===== config.mk =====
export PLATFORM = sky130hd
export DESIGN_NAME = calendar_date_serial_convert_core
export DESIGN_NICKNAME = d
export VERILOG_FILES = /design/src/hdl/cdsc_pkg.sv /design/src/hdl/calendar_date_serial_convert_core.sv /design/src/hdl/cdsc_alu.sv
export SDC_FILE = /design/constraint.sdc
export NUM_CORES = 1
export LEC_CHECK = 0
export ABC_AREA = 1
export BUFFER_PORTS_ARGS = -buffer_cell sky130_fd_sc_hd__buf_2
export CORE_ASPECT_RATIO = 2
export CORE_MARGIN = 2
export CORE_UTILIZATION = 45
export DETAILED_ROUTE_END_ITERATION = 8
export PLACE_DENSITY = 0.63
export RECOVER_POWER = 50
export SLEW_MARGIN = 20
export SYNTH_ARGS = -nofsm -noshare
export SYNTH_HDL_FRONTEND = slang
export SYNTH_SLANG_ARGS = --single-unit

===== constraint.sdc =====
create_clock -name i_clk -period 6.65 [get_ports i_clk]
set_input_delay 0.9975 -clock i_clk [delete_from_list [all_inputs] [get_ports i_clk]]
set_output_delay 0.9975 -clock i_clk [all_outputs]
set_load 0.005 [all_outputs]

===== src/hdl/cdsc_pkg.sv =====
// Shared types, constants and calendar functions for the date/serial converter.
// Used by the core, its add/subtract unit and the port checker.
`timescale 1ns / 1ps
package cdsc_pkg;

    localparam int CDSC_MAX_YEAR  = 9999;
    localparam int CDSC_SERIAL_W  = 22;
    localparam int CDSC_YEAR_W    = 14;
    localparam int CDSC_MONTH_W   = 4;
    localparam int CDSC_DAY_W     = 5;

    localparam logic [CDSC_MONTH_W-1:0] CDSC_FEBRUARY = 4'd2;
    localparam logic [CDSC_MONTH_W-1:0] CDSC_DECEMBER = 4'd12;

    typedef enum logic [2:0] {
        ST_IDLE,
        ST_Q400,
        ST_C100,
        ST_Q4,
        ST_Y1,
        ST_MON,
        ST_DAY,
        ST_FIN
    } t_state;

    typedef enum logic {
        ACT_DATE_TO_SERIAL = 1'b0,
        ACT_SERIAL_TO_DATE = 1'b1
    } t_action;

    // Days in all years before year y; elaboration use only.
    function automatic int cdsc_days_before_year(input int y);
        return 365 * y + (y + 3) / 4 - (y + 99) / 100 + (y + 399) / 400;
    endfunction

    // Whether year yy, four-year group sp, century c of a 400-year cycle is leap.
    function automatic logic cdsc_is_leap(input logic [1:0] c, input logic [4:0] sp,
                                          input logic [1:0] yy);
        return (yy == 2'd0) && ((sp != 5'd0) || (c == 2'd0));
    endfunction

    function automatic logic [CDSC_DAY_W-1:0] cdsc_month_days(
        input logic [CDSC_MONTH_W-1:0] mo, input logic leap);
        logic [CDSC_DAY_W-1:0] d;
        case (mo)
            4'd1, 4'd3, 4'd5, 4'd7, 4'd8, 4'd10, 4'd12: d = 5'd31;
            4'd4, 4'd6, 4'd9, 4'd11:                   d = 5'd30;
            CDSC_FEBRUARY:                             d = leap ? 5'd29 : 5'd28;
            default:                                   d = 5'd0;
        endcase
        return d;
    endfunction

    // Length in days of the span that the current sequencer step moves over.
    function automatic logic [CDSC_SERIAL_W-1:0] cdsc_span_len(
        input t_state st, input logic [1:0] c, input logic [4:0] sp,
        input logic [1:0] yy, input logic [CDSC_MONTH_W-1:0] mo);
        logic                      leap;
        logic [CDSC_SERIAL_W-1:0]  len;
        leap = cdsc_is_leap(c, sp, yy);
        case (st)
            ST_Q400: len = 22'd146097;
            ST_C100: len = (c == 2'd0) ? 22'd36525 : 22'd36524;
            ST_Q4:   len = ((sp == 5'd0) && (c != 2'd0)) ? 22'd1460 : 22'd1461;
            ST_Y1:   len = leap ? 22'd366 : 22'd365;
            ST_MON:  len = {{(CDSC_SERIAL_W-CDSC_DAY_W){1'b0}}, cdsc_month_days(mo, leap)};
            default: len = '0;
        endcase
        return len;
    endfunction

    // Years covered by one step of each year stage.
    function automatic logic [CDSC_YEAR_W-1:0] cdsc_year_incr(input t_state st);
        logic [CDSC_YEAR_W-1:0] inc;
        case (st)
            ST_Q400: inc = 14'd400;
            ST_C100: inc = 14'd100;
            ST_Q4:   inc = 14'd4;
            ST_Y1:   inc = 14'd1;
            default: inc = '0;
        endcase
        return inc;
    endfunction

endpackage


===== src/hdl/calendar_date_serial_convert_core.sv =====
// Top level of the date/serial converter: sequencer, registers and output stage.
// Depends on cdsc_pkg and cdsc_alu.
//
//  channel  | handshake           | payload
//  ---------+---------------------+-------------------------------------------------
//  request  | i_valid / o_stall   | i_action i_day i_month i_year i_serial
//  result   | o_valid / i_stall   | o_serial_out o_day_out o_month_out o_year_out o_invalid
//
// One request holds the block between its acceptance and the next one. A rejected
// input goes straight to the finish step; otherwise the sequencer walks 400-, 100-,
// 4- and 1-year spans and then months through one shared 22-bit add/subtract unit,
// one span per cycle, with an exit step after each stage, then a day step and a
// finish step. The result moves into the output register from the finish step.
// o_stall is high from acceptance until the result moves into the output register.
// A finished result waits in the output register under i_stall while the next
// request is taken. Reset is synchronous and active low; it clears control state only.
`timescale 1ns / 1ps
module calendar_date_serial_convert_core
    import cdsc_pkg::*;
#(
    parameter int MAX_YEAR = CDSC_MAX_YEAR
) (
    input  logic                     i_clk,
    input  logic                     i_rst_n,
    input  logic                     i_valid,
    output logic                     o_stall,
    input  logic                     i_action,
    input  logic [CDSC_DAY_W-1:0]    i_day,
    input  logic [CDSC_MONTH_W-1:0]  i_month,
    input  logic [CDSC_YEAR_W-1:0]   i_year,
    input  logic [CDSC_SERIAL_W-1:0] i_serial,
    output logic                     o_valid,
    input  logic                     i_stall,
    output logic [CDSC_SERIAL_W-1:0] o_serial_out,
    output logic [CDSC_DAY_W-1:0]    o_day_out,
    output logic [CDSC_MONTH_W-1:0]  o_month_out,
    output logic [CDSC_YEAR_W-1:0]   o_year_out,
    output logic                     o_invalid
);

    localparam logic [CDSC_SERIAL_W-1:0] MaxSerial =
        CDSC_SERIAL_W'(cdsc_days_before_year(MAX_YEAR + 1));
    localparam logic [CDSC_YEAR_W-1:0] MaxYearV = CDSC_YEAR_W'(MAX_YEAR);

    t_state                    r_state, n_state;
    logic                      r_dir, n_dir;
    logic [CDSC_SERIAL_W-1:0]  r_n, n_n;
    logic [CDSC_YEAR_W-1:0]    r_yr, n_yr;
    logic [1:0]                r_c, n_c;
    logic [4:0]                r_sp, n_sp;
    logic [1:0]                r_yy, n_yy;
    logic [CDSC_MONTH_W-1:0]   r_mo, n_mo;
    logic [CDSC_MONTH_W-1:0]   r_mtgt, n_mtgt;
    logic [CDSC_DAY_W-1:0]     r_day, n_day;
    logic                      r_inv, n_inv;

    logic                      r_ovalid;
    logic [CDSC_SERIAL_W-1:0]  r_oserial;
    logic [CDSC_DAY_W-1:0]     r_oday;
    logic [CDSC_MONTH_W-1:0]   r_omonth;
    logic [CDSC_YEAR_W-1:0]    r_oyear;
    logic                      r_oinv;

    logic                      w_accept;
    logic                      w_bad_in;
    logic                      w_leap;
    logic [CDSC_YEAR_W-1:0]    w_incr;
    logic [CDSC_SERIAL_W-1:0]  w_alu_b;
    logic [CDSC_SERIAL_W-1:0]  w_alu_res;
    logic                      w_alu_lt;
    logic                      w_step;
    logic                      w_day_bad;
    logic                      w_load_out;

    assign o_stall    = (r_state != ST_IDLE);
    assign w_accept   = i_valid & ~o_stall;
    assign w_leap     = cdsc_is_leap(r_c, r_sp, r_yy);
    assign w_incr     = cdsc_year_incr(r_state);
    assign w_day_bad  = (r_day > cdsc_month_days(r_mo, w_leap));
    assign w_load_out = (r_state == ST_FIN) && (!r_ovalid || !i_stall);

    always_comb begin
        if (i_action == ACT_SERIAL_TO_DATE) begin
            w_bad_in = (i_serial == '0) || (i_serial > MaxSerial);
        end else begin
            w_bad_in = (i_month == '0) || (i_month > CDSC_DECEMBER) ||
                       (i_year > MaxYearV) || (i_day == '0);
        end
    end

    always_comb begin
        if (r_state == ST_DAY) begin
            w_alu_b = {{(CDSC_SERIAL_W-CDSC_DAY_W){1'b0}}, r_day};
        end else begin
            w_alu_b = cdsc_span_len(r_state, r_c, r_sp, r_yy, r_mo);
        end
    end

    cdsc_alu u_alu (
        .i_a   (r_n),
        .i_b   (w_alu_b),
        .i_sub (r_dir),
        .o_res (w_alu_res),
        .o_lt  (w_alu_lt)
    );

    // Whether the current stage takes one more span this cycle. Going from
    // serial to date, the span must fit in the remaining count; going from
    // date to serial, the remaining years or months decide.
    always_comb begin
        case (r_state)
            ST_Q400: w_step = r_dir ? !w_alu_lt : (r_yr >= w_incr);
            ST_C100: w_step = r_dir ? (!w_alu_lt && (r_c != 2'd3)) : (r_yr >= w_incr);
            ST_Q4:   w_step = r_dir ? (!w_alu_lt && (r_sp != 5'd24)) : (r_yr >= w_incr);
            ST_Y1:   w_step = r_dir ? (!w_alu_lt && (r_yy != 2'd3)) : (r_yr >= w_incr);
            ST_MON:  w_step = r_dir ? (!w_alu_lt && (r_mo != CDSC_DECEMBER))
                                    : (r_mo < r_mtgt);
            default: w_step = 1'b0;
        endcase
    end

    // Next state.
    always_comb begin
        n_state = r_state;
        case (r_state)
            ST_IDLE: begin
                if (w_accept) begin
                    n_state = w_bad_in ? ST_FIN : ST_Q400;
                end
            end
            ST_Q400: if (!w_step) n_state = ST_C100;
            ST_C100: if (!w_step) n_state = ST_Q4;
            ST_Q4:   if (!w_step) n_state = ST_Y1;
            ST_Y1:   if (!w_step) n_state = ST_MON;
            ST_MON:  if (!w_step) n_state = ST_DAY;
            ST_DAY:  n_state = ST_FIN;
            ST_FIN:  if (w_load_out) n_state = ST_IDLE;
            default: n_state = ST_IDLE;
        endcase
    end

    // Datapath updates.
    always_comb begin
        n_dir  = r_dir;
        n_n    = r_n;
        n_yr   = r_yr;
        n_c    = r_c;
        n_sp   = r_sp;
        n_yy   = r_yy;
        n_mo   = r_mo;
        n_mtgt = r_mtgt;
        n_day  = r_day;
        n_inv  = r_inv;
        case (r_state)
            ST_IDLE: begin
                if (w_accept) begin
                    n_dir  = i_action;
                    n_n    = (i_action == ACT_SERIAL_TO_DATE) ? i_serial - 1'b1 : '0;
                    n_yr   = (i_action == ACT_SERIAL_TO_DATE) ? '0 : i_year;
                    n_c    = '0;
                    n_sp   = '0;
                    n_yy   = '0;
                    n_mo   = 4'd1;
                    n_mtgt = i_month;
                    n_day  = i_day;
                    n_inv  = w_bad_in;
                end
            end
            ST_Q400, ST_C100, ST_Q4, ST_Y1: begin
                if (w_step) begin
                    n_n  = w_alu_res;
                    n_yr = r_dir ? r_yr + w_incr : r_yr - w_incr;
                    if (r_state == ST_C100) n_c  = r_c + 2'd1;
                    if (r_state == ST_Q4)   n_sp = r_sp + 5'd1;
                    if (r_state == ST_Y1)   n_yy = r_yy + 2'd1;
                end
            end
            ST_MON: begin
                if (w_step) begin
                    n_n  = w_alu_res;
                    n_mo = r_mo + 4'd1;
                end
            end
            ST_DAY: begin
                // Only the date direction adds the day; the month count is the
                // requested month here, so the day limit can be checked.
                if (r_dir == ACT_DATE_TO_SERIAL) begin
                    if (w_day_bad) begin
                        n_inv = 1'b1;
                    end else begin
                        n_n = w_alu_res;
                    end
                end
            end
            default: ;
        endcase
    end

    always_ff @(posedge i_clk) begin
        if (!i_rst_n) begin
            r_state <= ST_IDLE;
        end else begin
            r_state <= n_state;
        end
        r_dir  <= n_dir;
        r_n    <= n_n;
        r_yr   <= n_yr;
        r_c    <= n_c;
        r_sp   <= n_sp;
        r_yy   <= n_yy;
        r_mo   <= n_mo;
        r_mtgt <= n_mtgt;
        r_day  <= n_day;
        r_inv  <= n_inv;
    end

    always_ff @(posedge i_clk) begin
        if (!i_rst_n) begin
            r_ovalid <= 1'b0;
        end else if (w_load_out) begin
            r_ovalid <= 1'b1;
        end else if (!i_stall) begin
            r_ovalid <= 1'b0;
        end
        if (w_load_out) begin
            r_oinv <= r_inv;
            if (r_inv) begin
                r_oserial <= '0;
                r_oday    <= '0;
                r_omonth  <= '0;
                r_oyear   <= '0;
            end else if (r_dir == ACT_SERIAL_TO_DATE) begin
                r_oserial <= '0;
                r_oday    <= r_n[CDSC_DAY_W-1:0] + 1'b1;
                r_omonth  <= r_mo;
                r_oyear   <= r_yr;
            end else begin
                r_oserial <= r_n;
                r_oday    <= '0;
                r_omonth  <= '0;
                r_oyear   <= '0;
            end
        end
    end

    assign o_valid      = r_ovalid;
    assign o_serial_out = r_oserial;
    assign o_day_out    = r_oday;
    assign o_month_out  = r_omonth;
    assign o_year_out   = r_oyear;
    assign o_invalid    = r_oinv;

endmodule


===== src/hdl/cdsc_alu.sv =====
// Shared 22-bit add/subtract unit for the day count.
// Depends on cdsc_pkg for the width.
`timescale 1ns / 1ps
module cdsc_alu
    import cdsc_pkg::*;
(
    input  logic [CDSC_SERIAL_W-1:0] i_a,
    input  logic [CDSC_SERIAL_W-1:0] i_b,
    input  logic                     i_sub,
    output logic [CDSC_SERIAL_W-1:0] o_res,
    output logic                     o_lt
);

    logic [CDSC_SERIAL_W:0] w_sum;

    always_comb begin
        if (i_sub) begin
            w_sum = {1'b0, i_a} - {1'b0, i_b};
        end else begin
            w_sum = {1'b0, i_a} + {1'b0, i_b};
        end
    end

    assign o_res = w_sum[CDSC_SERIAL_W-1:0];
    // The borrow out of a subtract means a is below b.
    assign o_lt  = i_sub & w_sum[CDSC_SERIAL_W];

endmodule


# After elaboration in Yosys (flattened, before gate mapping)

Index checks and enable logic that the tools add are counted.

Word-level logic and storage cells: 178
Flip-flop bits (word level): 110
Input port bits: 50
Output and inout bits: 48

Bitwise operators: 4
Order comparisons: 6
Add/sub/neg operators: 10
Mux-type cells: 56
Equality and inequality tests: 40
Reduce and logical (&&, ||, !) cells: 45

Operator list:

| operator                                           | count |
|---|---|
| two-way mux 22 bit                                 | 5 |
| one-hot mux 18 bit (5 select lines)                | 1 |
| one-hot mux 22 bit (3 select lines)                | 1 |
| two-way mux 14 bit                                 | 4 |
| one-hot mux 9 bit (4 select lines)                 | 1 |
| inequality test 2 bit, second input constant       | 17 |
| one-hot mux 14 bit (2 select lines)                | 1 |
| two-way mux 3 bit                                  | 8 |
| one-hot mux 3 bit (8 select lines)                 | 1 |
| adder 22 x 18 -> 23 bit                            | 1 |
| two-way mux 23 bit                                 | 1 |
| subtractor 22 x 18 -> 23 bit                       | 1 |
| > comparator 22 bit, second input constant         | 1 |
| zero test 22 bit                                   | 1 |
| subtractor 22 x 1 -> 22 bit, second input constant | 1 |
| == test 4 bit, second input constant               | 5 |
| two-way mux 18 bit                                 | 1 |
| == test 4 x 3 -> 1 bit, second input constant      | 4 |
| AND reduction 4 bit                                | 4 |
| two-way mux 5 bit                                  | 3 |
| one-hot mux 5 bit (3 select lines)                 | 1 |
| adder 14 bit                                       | 1 |
| greater-or-equal comparator 14 bit                 | 1 |
| > comparator 14 bit, second input constant         | 1 |
| 43 further kinds                                   | 95 |

# Logic depth before layout (Yosys ltp)

Word-level depth: 16
Depth in mapped cells: 37
Gate-level depth less buffers: 37

# Modules after synthesis

A second synthesis with hierarchy kept.

Cell total of the unflattened synthesis: 1311
Area, all modules: 9255.1 um^2

Modules (own cells, without submodules):

| module                            | times used | sequential area each (um^2) | cells each | area each (um^2) |
|---|---|---|---|---|
| calendar_date_serial_convert_core | 1          | 3263.1                      | 876        | 7074.3 |
| cdsc_alu                          | 1          | 0.0                         | 435        | 2180.8 |

# Worst setup path before layout

No wires, ideal clock.

Path type: register to register
Start point: register r_mo[0]
End point: register r_n[0] (enable)
Data required time: 6242 ps
Buffers on the path: 0
Stages on the path, launching flop included: 33
Library setup time: 408 ps
Period minus slack after synthesis: 5052 ps
Arrival time: 4643 ps
Path slack: 1598 ps
Cells stage by stage: edfxtp_1 -> ha_1 -> o21ai_0 -> nand3_2 -> o21bai_1 -> nand2_1 -> nand2_1 -> a21boi_2 -> ha_1 -> inv_1 -> nor3_4 -> nand2_1 -> nand2_1 -> nand2_1 -> nand2_1 -> inv_1 -> ha_1 -> nand2_1 -> nor2_1 -> inv_1 -> nor2_1 -> nand2_1 -> nand2_1 -> nand2_1 -> nand2_1 -> nand2_1 -> nand2_1 -> nand2_1 -> nand2_1 -> nand2_1 -> nand2_1 -> nand2_2 -> a21oi_1

Cells in the longest elaborated chain, start to end: 14
Elaborated cells between the ends (all ways): 38
Those cells by class: add/sub (2); order compare (2); eq/ne (15); mux (10); bitwise (1); reduce/logical (8)

Ends and longest elaborated chain:

| item                                                                    | line                                     | RTL |
|---|---|---|
| start: declaration                                                      | calendar_date_serial_convert_core.sv:52  | `logic [CDSC_MONTH_W-1:0] r_mo, n_mo;` |
| start signal: assignment                                                | calendar_date_serial_convert_core.sv:211 | `r_mo <= n_mo;` |
| == test 4 x 1 -> 1 bit (tied with other cells)                          | cdsc_pkg.sv:45                           | `case (mo)` |
| OR reduction 7 bit or OR reduction 4 bit (tied branches)                | cdsc_pkg.sv:45                           |  |
| one-hot mux 5 bit (3 select lines)                                      | cdsc_pkg.sv:45                           |  |
| one-hot mux 18 bit (5 select lines)                                     | cdsc_pkg.sv:61                           | `case (st)` |
| two-way mux 18 bit                                                      | calendar_date_serial_convert_core.sv:92  | `if (r_state == ST_DAY) begin` |
| adder 22 x 18 -> 23 bit or subtractor 22 x 18 -> 23 bit (tied branches) | cdsc_alu.sv:20, cdsc_alu.sv:18           |  |
| two-way mux 23 bit                                                      | cdsc_alu.sv:17                           | `if (i_sub) begin` |
| AND 1 bit                                                               | cdsc_alu.sv:26                           | `assign o_lt = i_sub & w_sum[CDSC_SERIAL_W];` |
| zero test 1 bit                                                         | n/a                                      |  |
| logical AND 1 bit, on equally long branches                             | n/a                                      |  |
| two-way mux 1 bit, on equally long branches                             | n/a                                      |  |
| one-hot mux 1 bit (5 select lines)                                      | calendar_date_serial_convert_core.sv:111 | `case (r_state)` |
| inequality test 2 x 1 -> 1 bit (no line)                                | n/a                                      |  |
| AND reduction 5 bit (no line) (*)                                       | n/a                                      |  |
| end signal: assignment                                                  | calendar_date_serial_convert_core.sv:206 | `r_n <= n_n;` |
| end: declaration                                                        | calendar_date_serial_convert_core.sv:47  | `logic [CDSC_SERIAL_W-1:0] r_n, n_n;` |

Mark *: on every way between the ends. The rest lies on a longest branch, timed or not.
A chain may end at the register's enable or synchronous reset.

# Worst setup path after layout

Start point: register r_state[2]
End point: register r_yr[10] (enable)

Cells in the longest elaborated chain, start to end: 12
Elaborated cells between the ends (all ways): 34
Those cells by class: add/sub (2); order compare (1); eq/ne (8); mux (10); bitwise (3); reduce/logical (10)

Ends and longest elaborated chain:

| item                                                                    | line                                                     | RTL |
|---|---|---|
| start: declaration                                                      | calendar_date_serial_convert_core.sv:45                  | `t_state r_state, n_state;` |
| start signal: assignment                                                | calendar_date_serial_convert_core.sv:203                 | `r_state <= n_state;` |
| == test 3 bit (tied with other cells)                                   | cdsc_pkg.sv:61, calendar_date_serial_convert_core.sv:111 |  |
| one-hot mux 18 bit (5 select lines)                                     | cdsc_pkg.sv:61                                           |  |
| two-way mux 18 bit                                                      | calendar_date_serial_convert_core.sv:92                  |  |
| adder 22 x 18 -> 23 bit or subtractor 22 x 18 -> 23 bit (tied branches) | cdsc_alu.sv:20, cdsc_alu.sv:18                           |  |
| two-way mux 23 bit                                                      | cdsc_alu.sv:17                                           |  |
| AND 1 bit                                                               | cdsc_alu.sv:26                                           |  |
| zero test 1 bit                                                         | n/a                                                      |  |
| logical AND 1 bit, on equally long branches                             | n/a                                                      |  |
| two-way mux 1 bit, on equally long branches                             | n/a                                                      |  |
| one-hot mux 1 bit (5 select lines)                                      | calendar_date_serial_convert_core.sv:111                 |  |
| inequality test 2 bit (no line)                                         | n/a                                                      |  |
| AND reduction 3 bit (no line) (*)                                       | n/a                                                      |  |
| end signal: assignment                                                  | calendar_date_serial_convert_core.sv:207                 | `r_yr <= n_yr;` |
| end: declaration                                                        | calendar_date_serial_convert_core.sv:48                  | `logic [CDSC_YEAR_W-1:0] r_yr, n_yr;` |

Marked as above.

==> run_results.csv <==
group,metric,value,unit
sta,timing.final.crit_share,83.0,%
route,first_pass_iters,5,
floorplanning,die_y,196,µm
route,via_count,7445,
global_routing,gr-usage-met3,2.53,%
placement,dp_worst_setup_slack,1.47,ns
placement,portBuffers,97,
sta,drv_slew,32,
worst_setup_path,max_stage_delay,0.61,ns
cts,cts_tree,"done",
global_routing,grtUsageMet2,52.9,%
sta,slew_headroom,-35.4,%
worst_setup_path,timing.rr.end,"r_yr[10]",
worst_setup_path,critical_path_class,"register to register",
floorplanning,io_pins,98,
placement,gp_congestion,0.977,
run_status,status,"finished with violations",
hold_path,hold_end,"o_invalid",
cts,cts_max_path_buffers,2,
synthesis,seq_area_frac_synth,39.3,%
layout,drive_gt1_share,10.9,%
layout,nets,1284,
worst_setup_path,cp_slowest_cell,"dfxtp_1",
sta,fin_tns_setup,0,ns
cts,clk_latency,0.37,ns
route,drc_errors,0,
cts,cts_sinks,110,
power,p_leak,4.26,nW
route,vias_per_cell,5.36,
sta,hold_viol,0,
layout,layout_commonest_cell,"nand2_1",
cts,postCtsHoldBufs,0,
layout,diodes,0,
worst_setup_path,r2r_slack,1.13,ns
global_routing,grt_pass1_wl,37700,µm
hold_path,hold_start,"r_inv",
cts,clkTransAtPathRegs,0.08,ns
hold_path,hold_depth,0,
global_routing,grtUsageTotal,25.5,%
synthesis,synth.avg_cell_area,7.74,µm²
worst_setup_path,cp_common_cell,"nand2_1",
cts,cts_made_buffers,9,
run_status,violations,"max-capacitance violations, max-slew violations",
synthesis,synth_edf_count,106,
cts,cts-root-buf,"clkbuf_16",
synthesis,netlist_instances,1073,
worst_setup_path,crit_path_start_kind,"register",
sta,clock.fmax,181,MHz
synthesis,netlist-cell-type-count,53,
placement,dp_hpwl,19800,µm
global_routing,grt_pass1_vias,7704,
power,p_per_area,606,mW/mm²
global_routing,grt_overflow,0,
synthesis,yosys_warnings,0,
floorplanning,rows,70,
layout,area_growth,11.6,%
job,maxCapViolations,1,
sta,rsz0062_at_grt,"no",
sta,min_period,5.52,ns
sta,setup_ws,1.13,ns
sta,tightestPinTransition,2.03,ns
synthesis,synth_seq_cells,110,
floorplanning,die_area,0.0196,mm²
synthesis,syn_area,0.00830,mm²
worst_setup_path,end_kind,"register",
floorplanning,core_area,0.0182,mm²
floorplanning,initial_utilization,45.6,%
sta,fin_worst_skew,0.00959,ns
route,ant_nets,0,
synthesis,ys.flop_type,"edfxtp_1",
worst_setup_path,timing.rr.start,"r_state[2]",
route,drtIter0Drc,280,
global_routing,busiest_layer,"met2",
worst_setup_path,crit_arrival,5.53,ns
layout,final_cell_mix,"220 x nand2_1, 181 x inv_1, 126 x nor2_1, 106 x edfxtp_1, 70 x buf_2",
worst_setup_path,r2r_cells,31,
worst_setup_path,worstPathRequired,6.65,ns
route,wl_per_cell,17.6,µm
hold_path,min_path_type,"register to register",
route,drt-total-wl,24400,µm
worst_setup_path,cp_max_fo,21,
synthesis,syn_nets,1189,
cts,cts_setup_buffers,0,
global_routing,grt_max_degree,32,
cts,cts-resized-gates,0,
power,ir_drop,0.234,mV
floorplanning,fp.dieW,100,µm
sta,setup_viol,0,
synthesis,ys_async_sr_fraction,0,%
global_routing,grt_use_met1,21.8,%
cts,h-tree-depth,3,
global_routing,antenna_found_initial,0,
-- metrics by stage --
step / power [W] / hold WS, ns / instances / instance area, µm² / utilization, %
6_report: 0.00561 / 0.475 / 1389 / 9260 / 50.8
5_1_grt: 0.00613 / 0.492 / 1389 / 9260 / 50.8
4_1_cts: 0.00562 / 0.471 / 1389 / 9320 / 51.2
3_5_place_dp: 0.00505 / 0.453 / 1373 / 9020 / 49.5
3_3_place_gp: 0.00503 / 0.428 / 1373 / 9020 / 49.5
2_1_floorplan: 0.00404 / 0.426 / 1073 / 8300 / -
-- where the power goes --
part	internal, W	leakage [nW]	switching (W)
clock network	0.000293	0.140	0.000265
logic	0.00124	3.11	0.00244
registers	0.00118	1.01	0.000198
total	0.00271	4.26	0.00290
-- layout make-up --
class | instances | area (µm²)
clock inverter | 7 | 71.3
inverter | 186 | 701
multi-input combinational | 761 | 4260
sequential | 110 | 3260
timing repair buffer | 100 | 470
tap | 216 | 270
clock buffer | 9 | 225
fill | 1872 | 8950
-- how the worst max path moves through the flow --
stage / from / to / slack (ns) / cells past startpoint
6_report: r_state[2] / r_yr[10] / 1.13 / 31
3_5_place_dp: r_state[2] / r_yr[10] / 1.47 / 33
3_3_place_gp: r_mo[1] / r_yr[10] / 1.61 / 35
5_1_grt: r_state[2] / r_yr[5] / 0.56 / 31
2_1_floorplan: r_mo[0] / r_n[0] / 1.60 / 32
4_1_cts: r_state[2] / r_yr[5] / 1.46 / 33
-- logic make-up (layout without fill, tap and decap cells) --
group           Yosys count  count (layout)  synth area share [%]
fa+ha+maj                66              66                  10.0
compound gates          188             188                  12.8
xor+xnor                 28              28                  2.95
simple gates            479             479                  25.6
buf+inv                 202             302                  9.24
flops                   110             110                  39.3
-- critical path: cells and delay by family (launching register included) --
kind | cells | cell delay, ns
compound gates | 1 | 0.14
flops | 1 | 0.61
simple gates | 21 | 2.49
fa+ha+maj | 2 | 0.60
buf+inv | 7 | 1.31
-- cell usage after synthesis, types with 2 or more instances --
library cell	instances	area share, %
nand2_1	219	9.9
inv_1	180	8.1
nor2_1	124	5.6
edfxtp_1	106	38
a21oi_1	66	4.0
ha_1	65	9.8
o21ai_0	64	3.9
nand3_1	54	3.3
nor3_1	22	1.3
xor2_1	19	2.0
o22ai_1	13	0.98
clkbuf_1	12	0.54
nand2_2	12	0.90
nand4_1	10	0.75
nor4_1	10	0.75
xnor2_1	9	0.95
o21ai_1	7	0.42
o21bai_1	6	0.54
or2_2	6	0.45
inv_2	5	0.23
nor2_2	5	0.38
a21boi_0	4	0.36
a31oi_1	4	0.30
dfxtp_1	4	0.96
nand3_2	4	0.48
o211ai_1	4	0.36
a211oi_1	3	0.27
nor2_4	3	0.41
o31ai_1	3	0.27
buf_2	2	0.12
nand3b_1	2	0.18
nor3_4	2	0.39
nor3b_1	2	0.18
o2111ai_1	2	0.21
o21a_1	2	0.18
-- flip-flops by register name, summed over array words and instances, names as in the netlist --
name          count
o_invalid         1
r_yy              2
r_c               2
r_day             5
r_inv             1
o_valid           1
r_mo              4
r_n              22
r_sp              5
o_day_out         5
r_mtgt            4
o_year_out       14
r_yr             14
r_state           3
o_serial_out     22
o_month_out       4
r_dir             1
-- layer usage --
layer,wire length [µm],vias up
met4,1500,0
met1,7870,3448
met5,0,-
met3,623,70
li1,-,3758
met2,14500,169
Note: power is estimated with default switching activity, not from simulation.
